[src/rtl/core/grid_detection_decode_assert.svh]
// ----------------------------------------------------------------------------
// Assertion macros for the grid detection decoder
// Concurrent assertion wrappers sampled on clk and disabled while arst_n is low.
// ----------------------------------------------------------------------------
`ifndef GRID_DETECTION_DECODE_ASSERT_SVH
`define GRID_DETECTION_DECODE_ASSERT_SVH

`ifndef NO_ASSERTIONS
// The consequent must hold in the same cycle as the antecedent.
`define GDD_ASSERT_IMP(label, ante, cons, msg) \
	label: assert property (@(posedge clk) disable iff (!arst_n) (ante) |-> (cons)) \
		else $error(msg);
// The consequent must hold in the cycle after the antecedent.
`define GDD_ASSERT_NXT(label, ante, cons, msg) \
	label: assert property (@(posedge clk) disable iff (!arst_n) (ante) |=> (cons)) \
		else $error(msg);
`else
`define GDD_ASSERT_IMP(label, ante, cons, msg)
`define GDD_ASSERT_NXT(label, ante, cons, msg)
`endif

`endif

[src/rtl/core/gdd_pkg.sv]
// ----------------------------------------------------------------------------
// Grid detection decoder package
// Shared types, register codes and constants for the decoder and its registers.
// ----------------------------------------------------------------------------
package gdd_pkg;

	// Default limits handed to the top level parameters.
	localparam int MAX_GRID_SIDE_DEF = 16;
	localparam int MAX_BOXES_DEF     = 4;
	localparam int MAX_CLASSES_DEF   = 64;

	// Configuration port geometry.
	localparam int APB_ADDR_W = 5;
	localparam int APB_DATA_W = 32;

	// Fixed-point constants: Q4.12 inputs and a reciprocal scaled by two to the thirty.
	localparam int FRAC_W      = 12;
	localparam int RECIP_SHIFT = 30;
	localparam int RECIP_W     = 31;

	// Register indexes, one word apart on the configuration port.
	typedef enum logic [2:0] {
		REG_GRID_SIDE   = 3'd0,
		REG_BOXES       = 3'd1,
		REG_CLASS_COUNT = 3'd2,
		REG_IMG_WIDTH   = 3'd3,
		REG_IMG_HEIGHT  = 3'd4,
		REG_THRESHOLD   = 3'd5,
		REG_SQUARE_MODE = 3'd6,
		REG_OBJ_ONLY    = 3'd7
	} cfg_reg_t;

	// Current configuration as seen by the datapath.
	typedef struct packed {
		logic [4:0]         grid_side;
		logic [2:0]         boxes_per_cell;
		logic [6:0]         class_count;
		logic [12:0]        image_width;
		logic [12:0]        image_height;
		logic signed [15:0] prob_threshold;
		logic               square_size_mode;
		logic               objectness_only;
	} cfg_t;

	localparam cfg_t CFG_RESET = '{
		grid_side:        5'd7,
		boxes_per_cell:   3'd2,
		class_count:      7'd20,
		image_width:      13'd1,
		image_height:     13'd1,
		prob_threshold:   16'sd819,
		square_size_mode: 1'b0,
		objectness_only:  1'b0
	};

	// One input item: a grid cell, a box slot and a class with raw Q4.12 values.
	typedef struct packed {
		logic [3:0]         cell_row;
		logic [3:0]         cell_col;
		logic [1:0]         box_slot;
		logic [5:0]         class_number;
		logic signed [15:0] x_offset;
		logic signed [15:0] y_offset;
		logic signed [15:0] width_root;
		logic signed [15:0] height_root;
		logic signed [15:0] objectness;
		logic signed [15:0] class_score;
	} tile_t;

	// One decoded detection.
	typedef struct packed {
		logic               item_valid;
		logic [9:0]         flat_box;
		logic [5:0]         class_id;
		logic signed [31:0] center_x;
		logic signed [31:0] center_y;
		logic signed [31:0] box_width;
		logic signed [31:0] box_height;
		logic signed [15:0] probability;
	} det_t;

endpackage

[src/rtl/core/gdd_regs.sv]
// ----------------------------------------------------------------------------
// Grid detection decoder configuration registers
// APB-style register file holding the eight decoder settings.
// ----------------------------------------------------------------------------
module gdd_regs (
	input  logic                            clk,
	input  logic                            arst_n,
	input  logic                            psel,
	input  logic                            penable,
	input  logic                            pwrite,
	input  logic [gdd_pkg::APB_ADDR_W-1:0]  paddr,
	input  logic [gdd_pkg::APB_DATA_W-1:0]  pwdata,
	output logic [gdd_pkg::APB_DATA_W-1:0]  prdata,
	output logic                            pready,
	output gdd_pkg::cfg_t                   cfg
);

	logic              wr_en;
	gdd_pkg::cfg_reg_t reg_sel;
	gdd_pkg::cfg_t     cfg_q;

	// A write transfer completes in the access phase; the port never waits.
	assign pready  = 1'b1;
	assign wr_en   = psel && penable && pwrite && pready;
	assign reg_sel = gdd_pkg::cfg_reg_t'(paddr[gdd_pkg::APB_ADDR_W-1:2]);
	assign cfg     = cfg_q;

	// Register writes keep the low bits of the write data.
	always_ff @(posedge clk or negedge arst_n) begin
		if (!arst_n) begin
			cfg_q <= gdd_pkg::CFG_RESET;
		end else if (wr_en) begin
			unique case (reg_sel)
				gdd_pkg::REG_GRID_SIDE:   cfg_q.grid_side        <= pwdata[4:0];
				gdd_pkg::REG_BOXES:       cfg_q.boxes_per_cell   <= pwdata[2:0];
				gdd_pkg::REG_CLASS_COUNT: cfg_q.class_count      <= pwdata[6:0];
				gdd_pkg::REG_IMG_WIDTH:   cfg_q.image_width      <= pwdata[12:0];
				gdd_pkg::REG_IMG_HEIGHT:  cfg_q.image_height     <= pwdata[12:0];
				gdd_pkg::REG_THRESHOLD:   cfg_q.prob_threshold   <= $signed(pwdata[15:0]);
				gdd_pkg::REG_SQUARE_MODE: cfg_q.square_size_mode <= pwdata[0];
				gdd_pkg::REG_OBJ_ONLY:    cfg_q.objectness_only  <= pwdata[0];
			endcase
		end
	end

	// Read data returns the stored bits, zero extended.
	always_comb begin
		unique case (reg_sel)
			gdd_pkg::REG_GRID_SIDE:   prdata = 32'(cfg_q.grid_side);
			gdd_pkg::REG_BOXES:       prdata = 32'(cfg_q.boxes_per_cell);
			gdd_pkg::REG_CLASS_COUNT: prdata = 32'(cfg_q.class_count);
			gdd_pkg::REG_IMG_WIDTH:   prdata = 32'(cfg_q.image_width);
			gdd_pkg::REG_IMG_HEIGHT:  prdata = 32'(cfg_q.image_height);
			gdd_pkg::REG_THRESHOLD:   prdata = {16'd0, cfg_q.prob_threshold};
			gdd_pkg::REG_SQUARE_MODE: prdata = 32'(cfg_q.square_size_mode);
			gdd_pkg::REG_OBJ_ONLY:    prdata = 32'(cfg_q.objectness_only);
		endcase
	end

endmodule

[config.mk]
export PLATFORM = sky130hd
export DESIGN_NAME = gdd_regs
export DESIGN_NICKNAME = d
export VERILOG_FILES = /design/src/rtl/core/grid_detection_decode_assert.svh /design/src/rtl/core/gdd_pkg.sv /design/src/rtl/core/gdd_regs.sv
export SDC_FILE = /design/constraint.sdc
export NUM_CORES = 1
export LEC_CHECK = 0
export ABC_AREA = 1
export BUFFER_PORTS_ARGS = -buffer_cell sky130_fd_sc_hd__buf_2
export CORE_MARGIN = 10
export CORE_UTILIZATION = 51
export CTS_CLUSTER_SIZE = 25
export DETAILED_ROUTE_END_ITERATION = 8
export PLACE_DENSITY = 0.85
export SKIP_LAST_GASP = 1
export SLEW_MARGIN = 20
export SYNTH_ARGS = -nofsm -noshare
export SYNTH_HDL_FRONTEND = slang
export SYNTH_SLANG_ARGS = --single-unit
[constraint.sdc]
create_clock -name clk -period 1.8 [get_ports clk]
set_input_delay 0.09 -clock clk [delete_from_list [all_inputs] [get_ports clk]]
set_output_delay 0.09 -clock clk [all_outputs]
set_load 0.005 [all_outputs]
==> results of run 1 <==
-- what timing repair did --
action                                  4_1_cts  5_1_grt
endpoints found under the setup margin        0        0
hold buffers                                 11        0
hold endpoints to repair                     26        0
-- power by group through the flow --
stage / Sequential [mW] / Combinational, mW / Clock (mW)
5_1_grt: 1.88 / 1.06 / 1.12
2_1_floorplan: 1.86 / 0.459 / 0
3_3_place_gp: 1.85 / 0.902 / 0
3_5_place_dp: 1.86 / 0.929 / 0
6_report: 1.84 / 0.927 / 1.05
4_1_cts: 1.84 / 0.952 / 1.06
-- metrics by stage --
step / hold WS, ns / instance area [um^2]
2_1_floorplan: -0.206 / 3160
6_report: 0.0662 / 3790
5_1_grt: 0.0780 / 3790
3_5_place_dp: 0.0892 / 3510
4_1_cts: 0.0520 / 3790
3_3_place_gp: 0.0801 / 3510
-- path summary, 6_finish.rpt --
kind | start | endpoint | slack (ns) | cells past startpoint
setup / recovery | paddr[2] | prdata[1] | 0.30 | 10
min in group asynchronous | arst_n | cfg[13] | 0.27 | 2
hold / removal | pwdata[6] | cfg[8] | 0.07 | 3
setup reg to reg | cfg[10] | cfg[10] | 0.99 | 2
max in group asynchronous | arst_n | cfg[6] | 0.77 | 3
hold reg to reg | cfg[52] | cfg[52] | 0.49 | 2
-- cell type report --
type / instances / area, um^2 / area share, %
Inverter: 37 / 149 / 3.93
Sequential cell: 59 / 1490 / 39.4
Timing Repair Buffer: 115 / 646 / 17.0
Multi-Input combinational cell: 233 / 1240 / 32.8
Tap cell: 75 / 93.8 / 2.48
Clock buffer: 13 / 149 / 3.93
Clock inverter: 3 / 15.0 / 0.396
-- logic make-up after synthesis --
logic type | synth area share [%]
other | 0.242
buffers and inverters | 13.6
DFF | 48.2
and+or+nand+nor | 22.9
AOI/OAI and AO/OA | 15.1
-- layer usage --
layer / track usage, % / part of all wire, % / up-vias
li1: - / - / 1296
met1: 20.8 / 41 / 1241
met2: 28.1 / 49 / 108
met3: 5.92 / 8.1 / 17
met4: 6.94 / 1.8 / 0
met5: 0 / 0 / -
-- placed cells by master (no fill, tap or decap) --
master,n
a21oi_1,4
a21oi_2,5
buf_2,98
buf_4,6
clkbuf_1,3
clkbuf_8,10
clkinv_2,3
conb_1,17
dfrtp_1,45
dfstp_2,14
dlygate4sd3_1,11
inv_1,33
inv_2,2
inv_6,2
nand2_1,94
nand2_2,4
nand2_4,2
nand3_1,7
nand3_2,2
nand3_4,2
nand4_1,11
nor2_1,21
nor2_4,2
nor2_8,1
nor3_1,1
nor3_4,1
o211ai_1,6
o21ai_0,16
o21ai_1,10
o21ai_2,26
or2_4,1
-- tightest hold or removal path, delay by kind of cell --
kind                   cells  cell delay (ns)
buffers and inverters      2             0.15
AO/OA/AOI/OAI              1             0.12
==> qor.txt, run 1 <==
Max reg flops - 59
Skew final - 0 ns
Starting Density - 52.3%
Initial antenna violation count - 0
Vias - 2662
Synth cell count leaders - 94 x nand2_1, 45 x dfrtp_1, 33 x inv_1
Design Power - 3.81 mW
Routed len/inst - 15.4 um
FFs w/ async S/R, synth - 100%
Final period util - 83.1%
Fmax - 0.668 GHz
Arrival @ worst endpoint - 1.41 ns
Clk slew on worst S/H paths - 0.07 ns
Fin util - 64.0%
CP Class - input pin to output pin
First-pass GRT wire length - 13.9 mm
Synth cell types - 29
Register bit total from synthesis - 59
Worst setup SP type - input pin
Worst skew pair latency - 0.33 ns
H-tree Lvls - 3
Antenna diode count - 0
Ys flop type - dfrtp_1
Seq/Total Area, Yosys - 48.2%
Die area - 9600 um^2
Most numerous cell in the Yosys netlist - nand2_1
Clock net sink count - 59
Cell Count Post-Placement - 508
Synth area leader - dfrtp_1
Layout Cells excl Fill - 535
Pin count of the biggest net entering global routing - 27
Post-route DRC violation count - 0
Hold Fails Final Rpt - 0
HP Class - input pin to flop
Number of synthesized flops with an enable pin - 0
Clock power share - 27.4%
Cts bufs inserted - 9
Yosys warns - 0
Avg Vias per Cell - 4.98
Critical-path top delay cell - buf_2
Slew HR - 64.5%
RSZ-0062 raised after global routing - false
Fill cells - 546
Worst Path Required - 1.71 ns
Post-Route Setup TNS - 0 ns
Netlist Area Pre-Place - 3100 um^2
Largest cells by area after synthesis - dfrtp_1 36%, dfstp_2 12%, nand2_1 11%
Setup ws final - 0.304 ns
CTS Root Cell - clkbuf_8
Initial DRC Count - 135
Total grt overflow - 0
Worst Max-Slew Pin Slew - 0.533 ns
GP Congestion - 0.858
Post-CTS sizing - 0
CP max stage delay - 0.29 ns
Pint - 2.60 mW
Vias in the first global route - 2699
WP buf/inv - 5
Max clock buf depth - 2
Area fraction of the dominant cell type after synthesis - 36.3%
Routed Antenna Nets - 0
Layout cell share with drive strength beyond 1 - 39.3%
Setup bufs post-CTS - 0
Syn_area_per_cell - 8.98 um^2
Leakage Power - 2.01 nW
Worst Setup End Kind - output pin
Pre-CTS WS - 0.339 ns
Worst-path fanout max - 12
Chip height - 98.0 um
Pwr dens - 1010 nW/um^2
# nets final - 497
Core Area - 5920 um^2
Cells after synthesis - 345
Max-cap violations - 0
Rows - 28
Comb pwr share - 24.3%
Delay-heaviest family, CP - buffers and inverters
Total track usage - 17.4%
1st-pass router iterations - 5
Count of pins over their slew limit - 0
Die Wd - 98.0 um
Area growth, synth to finish - 22.2%
Tmin final - 1.50 ns
P_sw - 1.21 mW
Routed wire length - 8.22 mm
Dpl hpwl - 6.14 mm
Seq pwr share - 48.3%
CTS tree - done
Max rail drop VDD - 0.654 mV
Final setup viols - 0
Switch share - 31.8%
Status - finished clean
Num ports - 134
Port Buf Inserts - 98
Crit-path cells - buf_2, inv_1, nand2_2, nor2_8, buf_4, nand2_1, nand2_1, inv_1, nand3_1, buf_2
Note: power is estimated with default switching activity, not from simulation.
==> run 2, diff against run 1 <==
--- a/config.mk
+++ b/config.mk
@@ -8,10 +8,10 @@
 export ABC_AREA = 1
 export BUFFER_PORTS_ARGS = -buffer_cell sky130_fd_sc_hd__buf_2
 export CORE_MARGIN = 10
-export CORE_UTILIZATION = 51
+export CORE_UTILIZATION = 48
 export CTS_CLUSTER_SIZE = 25
 export DETAILED_ROUTE_END_ITERATION = 8
-export PLACE_DENSITY = 0.85
+export PLACE_DENSITY = 0.81
 export SKIP_LAST_GASP = 1
 export SLEW_MARGIN = 20
 export SYNTH_ARGS = -nofsm -noshare
==> constraint.sdc (replaced) <==
create_clock -name clk -period 1.52 [get_ports clk]
set_input_delay 0.076 -clock clk [delete_from_list [all_inputs] [get_ports clk]]
set_output_delay 0.076 -clock clk [all_outputs]
set_load 0.005 [all_outputs]
==> qor.txt, run 2 (same netlist as run 1, synthesis figures left out) <==
Avg Vias per Cell - 4.94
Max rail drop VDD - 0.673 mV
Vias - 2647
Post-CTS sizing - 0
Antenna diode count - 0
Post-Route Setup TNS - 0 ns
CP max stage delay - 0.55 ns
HP Class - input pin to flop
GP Congestion - 0.803
Post-route cell area - 3840 um^2
R2r setup slk - 0.68 ns
R2R depth - 2
Starting Density - 49.1%
End of the worst register-to-register path - cfg[11]
Vias in the first global route - 2775
Worst Setup End Kind - output pin
Chip height - 100 um
Delay-heaviest family, CP - flip-flops
Skew final - 0 ns
Leakage Power - 2.03 nW
Dpl hpwl - 6.19 mm
Post-route DRC violation count - 0
Worst r2r src - cfg[11]
Max reg flops - 59
CTS tree - done
Port Buf Inserts - 98
Crit-path cells - nand4_1, nand2_1, nor2_1, nand3_1, buf_2
Routed Antenna Nets - 0
Critical-path top delay cell - dfstp_2
Fin util - 60.8%
Rows - 29
Post-DP Area - 3520 um^2
Worst-path fanout max - 3
Die area - 10100 um^2
Worst setup SP type - flop
CP Class - flop to output pin
Pre-CTS WS - 0.125 ns
Hold_sp - pwdata[5]
Num ports - 134
H-tree Lvls - 3
CTS Root Cell - clkbuf_8
Max clock buf depth - 2
Layout cell share with drive strength beyond 1 - 39.2%
Final setup viols - 0
Hold Crit Depth - 3
Total grt overflow - 0
Count of pins over their slew limit - 0
Initial antenna violation count - 0
1st-pass router iterations - 4
Arrival @ worst endpoint - 1.28 ns
Setup ws final - 0.160 ns
Worst skew pair latency - 0.33 ns
Tmin final - 1.36 ns
Routed wire length - 8.37 mm
WP buf/inv - 1
Clk slew on worst S/H paths - 0.06 ns
Final period util - 89.4%
Commonest non-fill, non-tap cell in the layout - buf_2
Total track usage - 16.9%
First-pass GRT wire length - 13.8 mm
Initial DRC Count - 100
Max-cap violations - 0
Core Area - 6310 um^2
Hold Fails Final Rpt - 0
Pin count of the biggest net entering global routing - 60
Area growth, synth to finish - 23.8%
Status - finished clean
Clock net sink count - 59
RSZ-0062 raised after global routing - false
Pwr dens - 1240 nW/um^2
Routed len/inst - 15.6 um
Hold endpoint - cfg[7]
Worst Path Required - 1.44 ns
Fmax - 0.736 GHz
Cts bufs inserted - 9
Most frequent cells in the layout - 98 x buf_2, 94 x nand2_1, 45 x dfrtp_1
Fill cells - 554
Die Wd - 100 um
# nets final - 496
## run 2: cell count changes in the layout (fill, tap and decap cells not counted), sizes merged
cell	previous run	this run
clkbuf	13	15
clkinv	3	0
buf	104	103
bufinv	0	1
## run 2: timing repair
item                      in CTS  in global routing
hold buffers                  11                  0
hold endpoints to repair      55                  0
buffers inserted               0                  0
## run 2: routing by layer
layer  part of all wire [%]  vias up  track usage [%]
li1                       -     1300                -
met1                     40     1252             19.2
met2                     51       81             28.2
met3                    7.1       14             5.49
met4                    2.0        0             7.28
met5                      0        -                0
## run 2: where the power goes
| group | switching, mW | internal [mW] |
|---|---|---|
| clock | 0.584 | 0.895 |
| combinational | 0.592 | 0.508 |
| sequential | 0.243 | 1.94 |
## run 2: how the worst max path moves through the flow
stage | from | to | cells after the start
5_1_grt | cfg[2] | prdata[0] | 5
3_3_place_gp | paddr[2] | cfg[27] | 7
6_report | cfg[31] | prdata[0] | 5
4_1_cts | cfg[31] | prdata[0] | 5
2_1_floorplan | paddr[4] | cfg[23] | 8
3_5_place_dp | paddr[2] | cfg[22] | 7
## run 2: tightest hold or removal path, cell delays in order
cell	delay, ns
buf_2	0.09
inv_1	0.15
a21oi_2	0.07
## run 2: through the flow
| step | instances | hold WS, ns | power (mW) |
|---|---|---|---|
| 2_1_floorplan | 360 | -0.220 | 2.75 |
| 6_report | 536 | 0.0683 | 4.77 |
| 5_1_grt | 536 | 0.0648 | 5.06 |
| 3_5_place_dp | 509 | 0.108 | 3.31 |
| 4_1_cts | 536 | 0.0526 | 4.82 |
| 3_3_place_gp | 509 | 0.105 | 3.26 |
## run 2: final cells by class
class | instances | area, um^2 | area share (%)
Multi-Input combinational cell | 233 | 1240 | 32.3
Sequential cell | 59 | 1490 | 38.9
Clock inverter | 1 | 30.0 | 0.783
Timing Repair Buffer | 114 | 651 | 17.0
Inverter | 37 | 149 | 3.88
Clock buffer | 15 | 176 | 4.60
Tap cell | 77 | 96.3 | 2.51
==> run 3, diff against run 2 <==
--- a/config.mk
+++ b/config.mk
@@ -8,10 +8,10 @@
 export ABC_AREA = 1
 export BUFFER_PORTS_ARGS = -buffer_cell sky130_fd_sc_hd__buf_2
 export CORE_MARGIN = 10
-export CORE_UTILIZATION = 48
+export CORE_UTILIZATION = 43
 export CTS_CLUSTER_SIZE = 25
 export DETAILED_ROUTE_END_ITERATION = 8
-export PLACE_DENSITY = 0.81
+export PLACE_DENSITY = 0.76
 export SKIP_LAST_GASP = 1
 export SLEW_MARGIN = 20
 export SYNTH_ARGS = -nofsm -noshare
==> constraint.sdc (replaced) <==
create_clock -name clk -period 1.17 [get_ports clk]
set_input_delay 0.0585 -clock clk [delete_from_list [all_inputs] [get_ports clk]]
set_output_delay 0.0585 -clock clk [all_outputs]
set_load 0.005 [all_outputs]
==> qor.txt, run 3 (same netlist as run 1, synthesis figures left out) <==
HP Class - input pin to flop
Hold Crit Depth - 3
Initial DRC Count - 134
Worst r2r src - cfg[45]
Count of pins over their slew limit - 0
RSZ-0062 raised after global routing - true
CP Class - flop to output pin
Num ports - 134
Area growth, synth to finish - 35.0%
Skew final - 0 ns
Register area - 1490 um^2
Final period util - 113%
Worst setup SP type - flop
Pwr dens - 1540 nW/um^2
Port Buf Inserts - 98
Fmax - 0.754 GHz
End of the worst register-to-register path - cfg[45]
Comb pwr share - 27.0%
1st-pass router iterations - 5
Hold endpoint - cfg[7]
Clock power share - 29.4%
Starting Density - 44.9%
Dpl hpwl - 6.56 mm
CTS Root Cell - clkbuf_8
Worst-path fanout max - 2
Most frequent cells in the layout - 94 x nand2_1, 92 x buf_2, 45 x dfrtp_1
Pre-CTS WS - -0.110 ns
Total track usage - 16.7%
Chip height - 105 um
Arrival @ worst endpoint - 1.27 ns
Max clock buf depth - 2
Max reg flops - 59
Hold_sp - pwdata[5]
First-pass GRT wire length - 15.0 mm
Worst Path Required - 1.11 ns
Max-cap violations - 0
GP Congestion - 0.784
Pin count of the biggest net entering global routing - 60
Routed wire length - 9.26 mm
Post-route cell area - 4180 um^2
Cts bufs inserted - 9
Failing checks - setup timing
Worst Setup End Kind - output pin
Avg Vias per Cell - 4.86
Total grt overflow - 0
Initial antenna violation count - 0
Post-route DRC violation count - 0
Setup ws final - -0.157 ns
Vias - 2850
Hold Fails Final Rpt - 0
Post-DP Area - 3680 um^2
Max rail drop VDD - 0.945 mV
Commonest non-fill, non-tap cell in the layout - nand2_1
# nets final - 528
Rows - 30
Routed Antenna Nets - 0
Clk slew on worst S/H paths - 0.07 ns
Pint - 4.49 mW
Final setup viols - 6
H-tree Lvls - 3
R2R depth - 4
Fill cells - 610
Leakage Power - 2.21 nW
Multi-input gate area - 1250 um^2
P_sw - 1.96 mW
Core Area - 6910 um^2
Routed len/inst - 15.8 um
Worst skew pair latency - 0.33 ns
CTS tree - done
Layout cell share with drive strength beyond 1 - 44.6%
Switch share - 30.3%
Clock net sink count - 59
Die area - 11000 um^2
Tmin final - 1.33 ns
Seq pwr share - 43.5%
Antenna diode count - 0
Vias in the first global route - 2907
R2r setup slk - 0.27 ns
Die Wd - 105 um
Status - finished, violations left
-- run 3: changes by cell type in the layout (fill, tap and decap cells not counted), moves of 3 or more --
| cell | delta |
|---|---|
| inv_1 | -5 |
| buf_6 | +5 |
| inv_2 | +5 |
| buf_4 | +29 |
| buf_12 | +3 |
| buf_2 | -6 |
-- run 3: worst max path at each step --
| stage | startpoint | endpoint | depth (start not counted) |
|---|---|---|---|
| 2_1_floorplan | paddr[4] | cfg[23] | 8 |
| 3_3_place_gp | paddr[4] | cfg[19] | 6 |
| 3_5_place_dp | paddr[3] | cfg[21] | 7 |
| 4_1_cts | cfg[31] | prdata[0] | 5 |
| 5_1_grt | cfg[2] | prdata[0] | 5 |
| 6_report | cfg[31] | prdata[0] | 5 |
-- run 3: repair_timing --
| action | 4_1_cts | 5_1_grt |
|---|---|---|
| pin swaps | 13 | 10 |
| hold buffers | 11 | 0 |
| resized for setup | 3 | 13 |
| endpoints found under the hold margin | 55 | 0 |
| setup buffers | 7 | 12 |
| setup endpoints to repair | 9 | 17 |
-- run 3: layout make-up --
type,instances,area share [%]
clock buffers,14,3.89
clock inverters,2,0.837
inverters,37,3.74
multi-input cells,233,30.0
flip-flops and latches,59,35.7
well taps,96,2.87
repair buffers,146,23.0
-- run 3: metal layers --
metal / vias to the layer above / global-route usage, % / share of wire, %
met5: - / 0 / 0
met4: 0 / 4.71 / 1.0
met3: 8 / 6.63 / 8.9
met2: 117 / 27.3 / 49
met1: 1367 / 19.8 / 41
li1: 1358 / - / -
-- run 3: power by group through the flow --
stage | logic [mW] | clock network [mW] | registers, mW
after detailed placement | 1.48 | 0 | 2.85
after global placement | 1.43 | 0 | 2.84
after floorplan | 0.706 | 0 | 2.86
final | 1.74 | 1.90 | 2.81
after global routing | 1.96 | 2.02 | 2.87
after CTS | 1.61 | 1.91 | 2.80
-- run 3: stage by stage --
stage / util (%) / power [mW] / std cells / setup TNS, ns / hold WS, ns
after floorplan: - / 3.57 / 360 / 0 / -0.237
after global placement: 53.3 / 4.27 / 541 / -0.483 / 0.0873
after detailed placement: 53.3 / 4.33 / 541 / -0.971 / 0.0907
after CTS: 58.5 / 6.33 / 575 / -0.719 / 0.0306
after global routing: 60.6 / 6.85 / 587 / -1.32 / 0.0556
final: 60.6 / 6.45 / 587 / -0.642 / 0.0465
-- run 3: critical path, cell delays in order, from the launching register on --
cell and delay (ns):
dfstp_2 0.53, nand4_1 0.09, nand2_1 0.07, nor2_1 0.04, nand3_1 0.08, buf_2 0.12
